## src/rtl/modinv_pkg.sv

```systemverilog
// Package: widths, microcode step and condition codes, control words and the microcode ROM.
`default_nettype none
package modinv_pkg;

  // Field widths.
  localparam int OPW    = 31;               // operand, modulus, inverse
  localparam int CW     = OPW + 2;          // signed Bezout coefficient
  localparam int DCNT_W = $clog2(OPW);      // divider bit counter
  localparam int PC_W   = 4;                // microcode step counter

  // Microcode step addresses.
  localparam logic [PC_W-1:0] S_IDLE  = 4'd0;
  localparam logic [PC_W-1:0] S_CHKM  = 4'd1;
  localparam logic [PC_W-1:0] S_DIVGO = 4'd2;
  localparam logic [PC_W-1:0] S_DIVW  = 4'd3;
  localparam logic [PC_W-1:0] S_MUL   = 4'd4;
  localparam logic [PC_W-1:0] S_UPD   = 4'd5;
  localparam logic [PC_W-1:0] S_CHKG  = 4'd6;
  localparam logic [PC_W-1:0] S_OK    = 4'd7;
  localparam logic [PC_W-1:0] S_FAIL  = 4'd8;

  // Branch conditions: true selects tgt_t, false selects tgt_f.
  localparam logic [2:0] C_ALWAYS   = 3'd0;
  localparam logic [2:0] C_IN_VAL   = 3'd1;
  localparam logic [2:0] C_M_ZERO   = 3'd2;
  localparam logic [2:0] C_DIV_BUSY = 3'd3;
  localparam logic [2:0] C_REM_NZ   = 3'd4;
  localparam logic [2:0] C_RP_ONE   = 3'd5;
  localparam logic [2:0] C_OUT_BUSY = 3'd6;

  typedef struct packed {
    logic            in_take;   // ready towards the input channel
    logic            div_go;    // start the serial divider
    logic            mul_go;    // register quotient times coefficient
    logic            upd;       // advance remainder and coefficient pairs
    logic            ld_ok;     // load reduced coefficient into result reg
    logic            ld_fail;   // load a no-inverse result
    logic [2:0]      cond;
    logic [PC_W-1:0] tgt_t;
    logic [PC_W-1:0] tgt_f;
  } ctrl_t;

  typedef struct packed {
    logic in_valid;
    logic m_zero;
    logic div_busy;
    logic rem_nz;
    logic rp_one;
    logic out_busy;
  } stat_t;

  function automatic ctrl_t ucode_rom(input logic [PC_W-1:0] pc);
    ctrl_t w;
    w = '0;
    case (pc)
      S_IDLE: begin
        w.in_take = 1'b1;
        w.cond = C_IN_VAL;   w.tgt_t = S_CHKM;  w.tgt_f = S_IDLE;
      end
      S_CHKM: begin
        w.cond = C_M_ZERO;   w.tgt_t = S_FAIL;  w.tgt_f = S_DIVGO;
      end
      S_DIVGO: begin
        w.div_go = 1'b1;
        w.cond = C_ALWAYS;   w.tgt_t = S_DIVW;  w.tgt_f = S_DIVW;
      end
      S_DIVW: begin
        w.cond = C_DIV_BUSY; w.tgt_t = S_DIVW;  w.tgt_f = S_MUL;
      end
      S_MUL: begin
        w.mul_go = 1'b1;
        w.cond = C_ALWAYS;   w.tgt_t = S_UPD;   w.tgt_f = S_UPD;
      end
      S_UPD: begin
        w.upd = 1'b1;
        w.cond = C_REM_NZ;   w.tgt_t = S_DIVGO; w.tgt_f = S_CHKG;
      end
      S_CHKG: begin
        w.cond = C_RP_ONE;   w.tgt_t = S_OK;    w.tgt_f = S_FAIL;
      end
      S_OK: begin
        w.ld_ok = 1'b1;
        w.cond = C_OUT_BUSY; w.tgt_t = S_OK;    w.tgt_f = S_IDLE;
      end
      S_FAIL: begin
        w.ld_fail = 1'b1;
        w.cond = C_OUT_BUSY; w.tgt_t = S_FAIL;  w.tgt_f = S_IDLE;
      end
      default: begin
        w.cond = C_ALWAYS;   w.tgt_t = S_IDLE;  w.tgt_f = S_IDLE;
      end
    endcase
    return w;
  endfunction

endpackage
`default_nettype wire

```

## src/rtl/modinv_if.sv

```systemverilog
// Interfaces: request channel (operand, modulus) and result channel (inverse, flag).
`default_nettype none
interface modinv_in_if import modinv_pkg::*; ();
  logic           valid;
  logic           ready;
  logic [OPW-1:0] operand;
  logic [OPW-1:0] modulus;

  modport source (output valid, output operand, output modulus, input ready);
  modport sink   (input valid, input operand, input modulus, output ready);
endinterface

interface modinv_out_if import modinv_pkg::*; ();
  logic           valid;
  logic           ready;
  logic [OPW-1:0] inverse;
  logic           valid_res;

  modport source (output valid, output inverse, output valid_res, input ready);
  modport sink   (input valid, input inverse, input valid_res, output ready);
endinterface
`default_nettype wire

```

## src/rtl/modinv_div.sv

```systemverilog
// Serial restoring divider: one quotient bit per cycle.
`default_nettype none
module modinv_div import modinv_pkg::*; (
  input  wire logic           clk,
  input  wire logic           rst_n,
  input  wire logic           go,
  input  wire logic [OPW-1:0] dividend,
  input  wire logic [OPW-1:0] divisor,
  output logic                busy,
  output logic [OPW-1:0]      quot,
  output logic [OPW-1:0]      rem
);

  logic [OPW-1:0]    rem_r;
  logic [OPW-1:0]    quo_r;
  logic [OPW-1:0]    dvs_r;
  logic [DCNT_W-1:0] cnt_r;
  logic              busy_r;

  logic [OPW:0]      sh;
  logic [OPW:0]      diff;
  logic              qbit;

  always_comb begin
    sh   = {rem_r, quo_r[OPW-1]};
    diff = sh - {1'b0, dvs_r};
    qbit = ~diff[OPW];
  end

  always_ff @(posedge clk) begin
    if (!rst_n) begin
      busy_r <= 1'b0;
    end else if (go) begin
      busy_r <= 1'b1;
    end else if (busy_r && cnt_r == '0) begin
      busy_r <= 1'b0;
    end
  end

  always_ff @(posedge clk) begin
    if (go) begin
      rem_r <= '0;
      quo_r <= dividend;
      dvs_r <= divisor;
      cnt_r <= DCNT_W'(OPW - 1);
    end else if (busy_r) begin
      rem_r <= qbit ? diff[OPW-1:0] : sh[OPW-1:0];
      quo_r <= {quo_r[OPW-2:0], qbit};
      cnt_r <= cnt_r - 1'b1;
    end
  end

  assign busy = busy_r;
  assign quot = quo_r;
  assign rem  = rem_r;

endmodule
`default_nettype wire

```

## src/rtl/modinv_useq.sv

```systemverilog
// Microcode sequencer: step counter, ROM fetch and two-way conditional jump.
`default_nettype none
module modinv_useq import modinv_pkg::*; (
  input  wire logic  clk,
  input  wire logic  rst_n,
  input  wire stat_t stat,
  output ctrl_t      ctrl
);

  logic [PC_W-1:0] pc_r;
  logic [PC_W-1:0] pc_nxt;
  logic            take;

  always_comb begin
    ctrl = ucode_rom(pc_r);
    case (ctrl.cond)
      C_ALWAYS:   take = 1'b1;
      C_IN_VAL:   take = stat.in_valid;
      C_M_ZERO:   take = stat.m_zero;
      C_DIV_BUSY: take = stat.div_busy;
      C_REM_NZ:   take = stat.rem_nz;
      C_RP_ONE:   take = stat.rp_one;
      C_OUT_BUSY: take = stat.out_busy;
      default:    take = 1'b1;
    endcase
    pc_nxt = take ? ctrl.tgt_t : ctrl.tgt_f;
  end

  always_ff @(posedge clk) begin
    if (!rst_n) begin
      pc_r <= S_IDLE;
    end else begin
      pc_r <= pc_nxt;
    end
  end

endmodule
`default_nettype wire

```

## src/rtl/modular_inverse_euclid.sv

```systemverilog
// Top level: modular inverse by the extended Euclidean remainder chain.
// Use: a request on in_ch carries operand and modulus; one result follows on
//   out_ch with the inverse in 0..modulus-1 and valid_res set when the two are
//   coprime. Without an inverse (or for modulus zero) inverse is 0, flag 0.
// Handshake: valid/ready on both channels, transfer when both are high.
// Timing: one request at a time; a new request is taken only once the result
//   of the earlier one is loaded. Each of the k remainder steps (k up to about
//   46 for 31-bit values) runs the start, the serial divider, the wait step
//   that sees the divider done, multiply and update.
// Output: the result sits in an output register, so a new request is taken
//   while the receiver stalls; the sequencer only waits at the end of the
//   following request if the previous result has not yet been taken.
// Reset: synchronous, active low; in_ch.ready is held low, the sequencer
//   returns to idle, divider and output register go empty. No state
//   survives between requests.
`default_nettype none
module modular_inverse_euclid import modinv_pkg::*; (
  input  wire logic clk,
  input  wire logic rst_n,
  modinv_in_if.sink    in_ch,
  modinv_out_if.source out_ch
);

  ctrl_t ctrl;
  stat_t stat;

  // Euclid state: remainder pair, coefficient pair, modulus.
  logic [OPW-1:0]       rp_r, rc_r, m_r;
  logic signed [CW-1:0] cp_r, cc_r;
  logic signed [CW:0]   prod_r;

  // Result register.
  logic [OPW-1:0] inv_r;
  logic           ok_r;
  logic           oval_r;

  logic                 div_busy;
  logic [OPW-1:0]       div_q, div_rem;

  logic signed [OPW+CW:0] prod_full;
  logic signed [CW:0]     ct_full;
  logic [CW-1:0]          m_ext, adj, fixv;
  logic                   in_acc, out_busy, ld_res;

  modinv_useq u_seq (
    .clk   (clk),
    .rst_n (rst_n),
    .stat  (stat),
    .ctrl  (ctrl)
  );

  // dividend is the older remainder, divisor the newer one
  modinv_div u_div (
    .clk      (clk),
    .rst_n    (rst_n),
    .go       (ctrl.div_go),
    .dividend (rp_r),
    .divisor  (rc_r),
    .busy     (div_busy),
    .quot     (div_q),
    .rem      (div_rem)
  );

  // no request is taken while reset is held
  assign in_ch.ready = ctrl.in_take & rst_n;
  assign in_acc      = in_ch.valid & ctrl.in_take & rst_n;
  assign out_busy    = oval_r & ~out_ch.ready;
  assign ld_res      = (ctrl.ld_ok | ctrl.ld_fail) & ~out_busy;

  always_comb begin
    stat.in_valid = in_ch.valid;
    stat.m_zero   = (m_r == '0);
    stat.div_busy = div_busy;
    stat.rem_nz   = (div_rem != '0);
    stat.rp_one   = (rp_r == OPW'(1));
    stat.out_busy = out_busy;
  end

  // Coefficient update: new = older - q * newer. Magnitudes stay within the
  // modulus, so the product fits the narrowed register.
  always_comb begin
    prod_full = $signed({1'b0, div_q}) * cc_r;
    ct_full   = {cp_r[CW-1], cp_r} - prod_r;
  end

  // Bring the final coefficient into 0..m-1: add m if negative, then one
  // compare-and-subtract.
  always_comb begin
    m_ext = {2'b00, m_r};
    adj   = cp_r[CW-1] ? (CW'(cp_r) + m_ext) : CW'(cp_r);
    fixv  = (adj >= m_ext) ? (adj - m_ext) : adj;
  end

  // A first step with operand >= modulus reduces it, since the newer
  // coefficient is still zero; no separate reduction is needed.
  always_ff @(posedge clk) begin
    if (in_acc) begin
      rp_r <= in_ch.operand;
      rc_r <= in_ch.modulus;
      m_r  <= in_ch.modulus;
      cp_r <= CW'(1);
      cc_r <= '0;
    end else if (ctrl.upd) begin
      rp_r <= rc_r;
      rc_r <= div_rem;
      cp_r <= cc_r;
      cc_r <= ct_full[CW-1:0];
    end
    if (ctrl.mul_go) begin
      prod_r <= prod_full[CW:0];
    end
  end

  always_ff @(posedge clk) begin
    if (ld_res) begin
      inv_r <= ctrl.ld_ok ? fixv[OPW-1:0] : '0;
      ok_r  <= ctrl.ld_ok;
    end
  end

  always_ff @(posedge clk) begin
    if (!rst_n) begin
      oval_r <= 1'b0;
    end else if (ld_res) begin
      oval_r <= 1'b1;
    end else if (out_ch.ready) begin
      oval_r <= 1'b0;
    end
  end

  assign out_ch.valid     = oval_r;
  assign out_ch.inverse   = inv_r;
  assign out_ch.valid_res = ok_r;

endmodule
`default_nettype wire

```

## src/flat_wrapper.sv

```systemverilog
// flat-port wrapper written by rule: the top's interface ports become plain ports
module modular_inverse_euclid_flat import modinv_pkg::*;
  (clk, rst_n, in_ch_valid, in_ch_operand, in_ch_modulus, in_ch_ready, out_ch_valid, out_ch_inverse, out_ch_valid_res, out_ch_ready);
  modinv_in_if in_ch_i ();
  modinv_out_if out_ch_i ();
  input  wire logic clk;
  input  wire logic rst_n;
  input wire logic [$bits(in_ch_i.valid)-1:0] in_ch_valid;
  input wire logic [$bits(in_ch_i.operand)-1:0] in_ch_operand;
  input wire logic [$bits(in_ch_i.modulus)-1:0] in_ch_modulus;
  output wire logic [$bits(in_ch_i.ready)-1:0] in_ch_ready;
  output wire logic [$bits(out_ch_i.valid)-1:0] out_ch_valid;
  output wire logic [$bits(out_ch_i.inverse)-1:0] out_ch_inverse;
  output wire logic [$bits(out_ch_i.valid_res)-1:0] out_ch_valid_res;
  input wire logic [$bits(out_ch_i.ready)-1:0] out_ch_ready;
  assign in_ch_i.valid = in_ch_valid;
  assign in_ch_i.operand = in_ch_operand;
  assign in_ch_i.modulus = in_ch_modulus;
  assign in_ch_ready = in_ch_i.ready;
  assign out_ch_valid = out_ch_i.valid;
  assign out_ch_inverse = out_ch_i.inverse;
  assign out_ch_valid_res = out_ch_i.valid_res;
  assign out_ch_i.ready = out_ch_ready;
  modular_inverse_euclid u_core (.clk(clk), .rst_n(rst_n), .in_ch(in_ch_i), .out_ch(out_ch_i));
endmodule
```

## config.mk

```make
export PLATFORM = sky130hd
export DESIGN_NAME = modular_inverse_euclid_flat
export DESIGN_NICKNAME = d
export VERILOG_FILES = /design/src/rtl/modinv_pkg.sv /design/src/rtl/modinv_if.sv /design/src/rtl/modinv_div.sv /design/src/rtl/modinv_useq.sv /design/src/rtl/modular_inverse_euclid.sv /design/src/flat_wrapper.sv
export SDC_FILE = /design/constraint.sdc
export NUM_CORES = 2
export LEC_CHECK = 0
export ABC_AREA = 1
export BUFFER_PORTS_ARGS = -buffer_cell sky130_fd_sc_hd__buf_4
export CORE_MARGIN = 3
export CORE_UTILIZATION = 55
export CTS_BUF_LIST = sky130_fd_sc_hd__clkbuf_4 sky130_fd_sc_hd__clkbuf_8
export DETAILED_ROUTE_END_ITERATION = 10
export PLACE_DENSITY = 0.81
export RECOVER_POWER = 100
export SETUP_SLACK_MARGIN = 0.4
export SYNTH_ARGS = -nofsm -noshare
export SYNTH_HDL_FRONTEND = slang
export SYNTH_SLANG_ARGS = --single-unit
export TNS_END_PERCENT = 30
```

## constraint.sdc

```tcl
create_clock -name clk -period 6.9 [get_ports clk]
set_input_delay 0.69 -clock clk [delete_from_list [all_inputs] [get_ports clk]]
set_output_delay 0.69 -clock clk [all_outputs]
set_load 0.005 [all_outputs]
```

---- After elaboration in Yosys (flattened, before gate mapping) ----
Index checks and enable logic that the tools add are counted.
word-level totals
  memory bits (writable) .................. 0
  register bits ........................... 328
  input port bits ......................... 66
  logic and storage cells ................. 77
  output and inout port bits .............. 34
  latch bits .............................. 0
  bits in read-only memories .............. 0
  memories ................................ 0
cells by class
  $add $sub $neg .......................... 5
  multiplexer cells ....................... 22
  shift operators ......................... 0
  $mul .................................... 1
  order comparisons ....................... 1
  bitwise operators ....................... 9
  equality and inequality tests ........... 15
  divide/modulo/power cells ............... 0
  reduce and logical (&&, ||, !) cells .... 9
operators by type and width
  cell                                                                    count
  31-bit 2-to-1 mux                                                       8
  11-bit case mux with 9 select lines                                     1
  33-bit by 31-bit adder with 33-bit output                               1
  33-bit by 31-bit >= comparator with 1-bit output                        1
  32-bit by 33-bit multiplier with 33-bit output                          1
  33-bit 2-to-1 mux                                                       1
  33-bit subtractor                                                       1
  32-bit by 31-bit subtractor with 32-bit output                          1
  31-bit by 1-bit equality test with 1-bit output, second input constant  1
  31-bit zero test                                                        1
  31-bit nonzero test                                                     1
  31-bit subtractor                                                       1
  4-bit by 3-bit equality test with 1-bit output, second input constant   4
  1-bit 2-to-1 mux                                                        10
  3-bit equality test, second input constant                              3
  4-bit by 2-bit equality test with 1-bit output, second input constant   2
  2-bit nonzero test                                                      4
  3-bit by 2-bit equality test with 1-bit output, second input constant   2
  1-bit case mux with 6 select lines                                      1
  1-bit bitwise AND                                                       5
  5-bit zero test                                                         1
  5-bit by 1-bit subtractor with 5-bit output, second input constant      1
  4-bit by 1-bit equality test with 1-bit output, second input constant   1
  4-bit equality test, second input constant                              1
  other kinds (6)                                                         8

---- Depth between registers and ports, before layout ----
  word-level depth ........................ 5
  gate-level depth with buffers ........... 31

---- By module ----
A second synthesis with hierarchy kept.
second synthesis, totals
  cells, all modules ...................... 5507
  area, all modules ....................... 39957.1 um^2
modules (own cells, without submodules)
  module                  cells an instance  sequential area each (um^2)  instances  area an instance (um^2)
  modular_inverse_euclid  4436               6085.8                       1          32763.9
  modinv_div              989                2602.5                       1          6731.5
  modinv_useq             82                 80.1                         1          461.7

---- Worst setup path before layout ----
No wires, ideal clock.
  path type ............................... reg2reg
  start point ............................. register u_core.u_div.quo_r[6], in the netlist u_core.u_div.quot[6]
  end point ............................... register u_core.prod_r[27] (data pin)
  stages on the path, launching flop included .. 29
  slack ................................... 341 ps
  arrival time ............................ 6300 ps
  clock period less this slack ............ 6559 ps
  setup time .............................. 259 ps
  cells stage by stage .................... edfxtp_1 > clkbuf_1 > clkbuf_1 > nand2_1 > inv_1 > fa_1 > fa_1 > fa_1 > inv_1 > fa_1 > inv_1 > fa_1 > inv_1 > fa_1 > inv_1 > fa_1 > fa_1 > ha_1 > nand2_1 > inv_1 > nand3_1 > nor3_1 > nand4_1 > nand3_1 > nand3_1 > nand2_1 > nand3_1 > nand2_1 > xor2_1
on the way
  cells in the longest elaborated chain, start to end .. 1
ends and longest elaborated chain
  what                                            RTL line                       text
  from (decl)                                     modinv_div.sv:15               logic [OPW-1:0] quo_r;
  from (signal assigned)                          modinv_div.sv:43               quo_r <= dividend;
  from (signal assigned)                          modinv_div.sv:48               quo_r <= {quo_r[OPW-2:0], qbit};
  32-bit by 33-bit multiplier with 33-bit output  modular_inverse_euclid.sv:82   prod_full = $signed({1'b0, div_q}) * cc_r;
  net u_core.prod_full[27]                        modular_inverse_euclid.sv:40   logic signed [OPW+CW:0] prod_full;
  to (signal assigned)                            modular_inverse_euclid.sv:110  prod_r <= prod_full[CW:0];
  to (decl)                                       modular_inverse_euclid.sv:30   logic signed [CW:0] prod_r;
The timed path passes the listed nets, and every way through them passes these cells.
A chain may end at the register's enable or synchronous reset.

---- Final worst setup path ----
  start point ............................. register u_core.u_div.quo_r[3], in the netlist u_core.u_div.quot[3]
  end point ............................... register u_core.prod_r[30] (data pin)
The elaborated chain is that of the path after synthesis.

==> flow_summary.toml <==
[run_status]
status = "complete, but fails checks"
violations = "max-capacitance violations, max-slew violations"

[floorplan]
io_pins = 100
die_h_um = 272
die_x_um = 272
core_area_um2 = 70100
initial_core_util = 0.556
dieArea_um2 = 74200
rows = 97

[grt]
antenna_found_initial = 3
first_global_vias = 35400
grt_util_all_layers = 0.327
grt_pass1_wl_um = 190000
grt_start_max_net_pins = 75
grt.overflow.total = 0

[setup_path]
arrival_ns = 7.17
worstSetupStartpoint = "u_core.u_div.quot[3]$_DFFE_PP_"
path_class = "flop to flop"
path_max_fanout = 14
r2r-start = "u_core.u_div.quot[3]$_DFFE_PP_"
endpoint = "u_core.prod_r[30]$_DFFE_PN_"
r2r-end = "u_core.prod_r[30]$_DFFE_PN_"
crit_path_end_kind = "flop"
ff2ff_path_depth = 23
crit_required_ns = 7.31
cp-start-kind = "flop"
ff2ff_setup_slack_ns = 0.14

[synth]
netlist_area_um2 = 39000
synth_xor_area_frac = 0.0247
yosysTopAreaCell = "fa_1"
synthTopCellsByArea = "fa_1, edfxtp_1, nand2_1"
syn_avg_cell_area_um2 = 7.41
yosys_warnings = 0
synth_compound_area_frac = 0.0810
syn_nets = 6028
synth_async_sr_flop_share = 0
yosys.area_share.adder = 0.307
yosysTopAreaCellShare = 0.226
synthCells = 5270
ys_types = 50
synth_edf_count = 220
synth_flop_cell = "edfxtp_1"
synth_top_family_by_area = "adder cells"
muxShareOfSynthArea = 0.000256
synth-simple-area-share = 0.220
synth_seq_cells = 328
seq_area_frac_synth = 0.225

[sta]
maxSlewViolCount = 479
tightestPinTransition_ns = 3.15
post-route-min-period_ns = 6.76
skew_ns = 0.0431
finalSetupViolCount = 0
relSlewSlack = -1.10
rsz0062_at_grt = "yes"
min_period_over_period = 0.980
fin_ws_ns = 0.138
hold_viol = 0
fmax_ghz = 0.148

[cts]
cts_buffers = 53
h-tree-depth = 2
clkLatencyLatePin_ns = 0.67
cts_tree = "done"
root_buffer = "clkbuf_8"
path_clk_slew_ns = 0.07
cts_buffer_depth = 3
clock-sinks = 328

[place]
place.gp.congestion = 1.03
hpwl_um = 96200
pre_cts_ws_ns = 0.0182
numPortBuffers = 99

[finish]
finalNetCount = 6192
reg_top3 = "u_core.cc_r (33), u_core.cp_r (33), u_core.prod_r (33)"
fill_cells = 6176
mostFrequentLayoutCell = "nand2_1"
drive_gt1_frac = 0.0922
areaGrowthSynthToFinish_pct = 11.5
final_cell_mix = "nand2_1, inv_1, fa_1"

[routing]
drc_errors = 0
antenna_left = 0
drtPass1Iterations = 6
wirelength_um = 123000
wire_per_inst_um = 19.1
avgViaCountPerCell = 5.51
drt_iter0_drc = 3861
via_count = 35300

[power]
power_density_nw_per_um2 = 189
power_mw = 8.22
leakage_nw = 24.4
ir_worst_vdd_mv = 0.270

[hold_path]
min_path_type = "primary input to flop"
hold_path_depth = 1

[flow_run]
max-cap-violations = 10
worst min path at each step:
stage                               from                               end
6_report               in_ch_modulus[21]          u_core.m_r[21]$_DFFE_PP_
5_1_grt                in_ch_modulus[21]          u_core.m_r[21]$_DFFE_PP_
4_1_cts                in_ch_modulus[21]          u_core.m_r[21]$_DFFE_PP_
3_5_place_dp    u_core.rc_r[9]$_DFFE_PP_   u_core.u_div.dvs_r[9]$_DFFE_PP_
3_3_place_gp   u_core.rc_r[23]$_DFFE_PP_  u_core.u_div.dvs_r[23]$_DFFE_PP_
2_1_floorplan   u_core.rc_r[0]$_DFFE_PP_   u_core.u_div.dvs_r[0]$_DFFE_PP_
cell type report:
type                       count  area [um^2]  area share
clock inverter                27          196     0.00451
inverter                    1278         4800       0.110
antenna                        3         7.51    0.000173
sequential                   328         8810       0.202
clock buffer                  71          890      0.0204
timing repair buffer         296         2330      0.0535
multi-input combinational   3477        25300       0.582
tap                          940         1180      0.0270
cell families after synthesis:
kind of cell | count (synthesis)
flops | 328
buf+inv | 1465
fa+ha+maj | 692
mux | 1
simple gates | 2108
xor+xnor | 110
compound gates | 566
power by group:
part	total (mW)	internal, mW	switching (mW)
clock network	1.78	0.922	0.855
registers	2.91	2.58	0.336
logic	3.53	1.21	2.32
total	8.22	4.71	3.51
critical path, cell delays in order, from the launching register on:
cell      delay (ns)
edfxtp_1        0.43
clkbuf_1        0.20
buf_6           0.15
buf_4           0.19
nand2_1         0.08
inv_1           0.05
fa_1            0.51
inv_1           0.07
fa_1            0.40
fa_1            0.51
fa_1            0.57
inv_1           0.07
fa_1            0.45
ha_1            0.29
fa_1            0.50
fa_1            0.43
ha_1            0.36
inv_1           0.13
o21bai_2        0.11
a21oi_2         0.20
o21ai_1         0.14
a221oi_1        0.37
nand2_1         0.14
xor2_1          0.17
timing repair:
action	in CTS	in global routing
cloned	4	2
gates resized for setup	123	90
pin swaps	78	78
setup endpoints to repair	14	16
hold buffers	0	0
setup buffers	55	17
Yosys cell counts, types with 2 or more instances:
cell type / number
clkbuf_1: 146
nand2_1: 1436
nor3_2: 3
nand4_1: 48
ha_1: 251
a22oi_1: 33
nor2_1: 279
and3_1: 2
or2_2: 16
buf_1: 21
nor4_1: 20
a221oi_1: 2
o21a_1: 11
nor3_1: 26
o21ai_1: 2
nand3_1: 252
inv_1: 1273
a21boi_0: 8
xor2_1: 73
a21oi_1: 208
a21boi_1: 10
o211ai_1: 8
dfxtp_1: 108
inv_2: 4
nand2_2: 6
xnor2_1: 37
nand3b_1: 12
buf_2: 12
a21o_1: 22
o21bai_1: 18
fa_1: 441
a31oi_1: 14
o21ai_0: 222
buf_6: 7
nor2_2: 4
edfxtp_1: 220
nor2_4: 2
per-stage QoR:
| stage | hold slack, ns | setup TNS, ns | cell area [um^2] | std cells | util |
|---|---|---|---|---|---|
| after global placement | 0.430 | 0 | 41200 | 6241 | 0.587 |
| final | 0.281 | 0 | 43500 | 6420 | 0.620 |
| after global routing | 0.258 | -0.0149 | 43500 | 6417 | 0.620 |
| after floorplan | 0.427 | 0 | 39000 | 5270 | - |
| after CTS | 0.181 | 0 | 43300 | 6398 | 0.617 |
| after detailed placement | 0.437 | 0 | 41200 | 6241 | 0.587 |
routing by layer:
layer / vias to the layer above / wire length (um) / GRT usage
li1: 16400 / - / -
met1: 16800 / 49100 / 0.435
met2: 1810 / 54600 / 0.513
met3: 397 / 12500 / 0.0700
met4: 0 / 6760 / 0.151
met5: - / 0 / 0
Note: power is estimated with default switching activity, not from simulation.
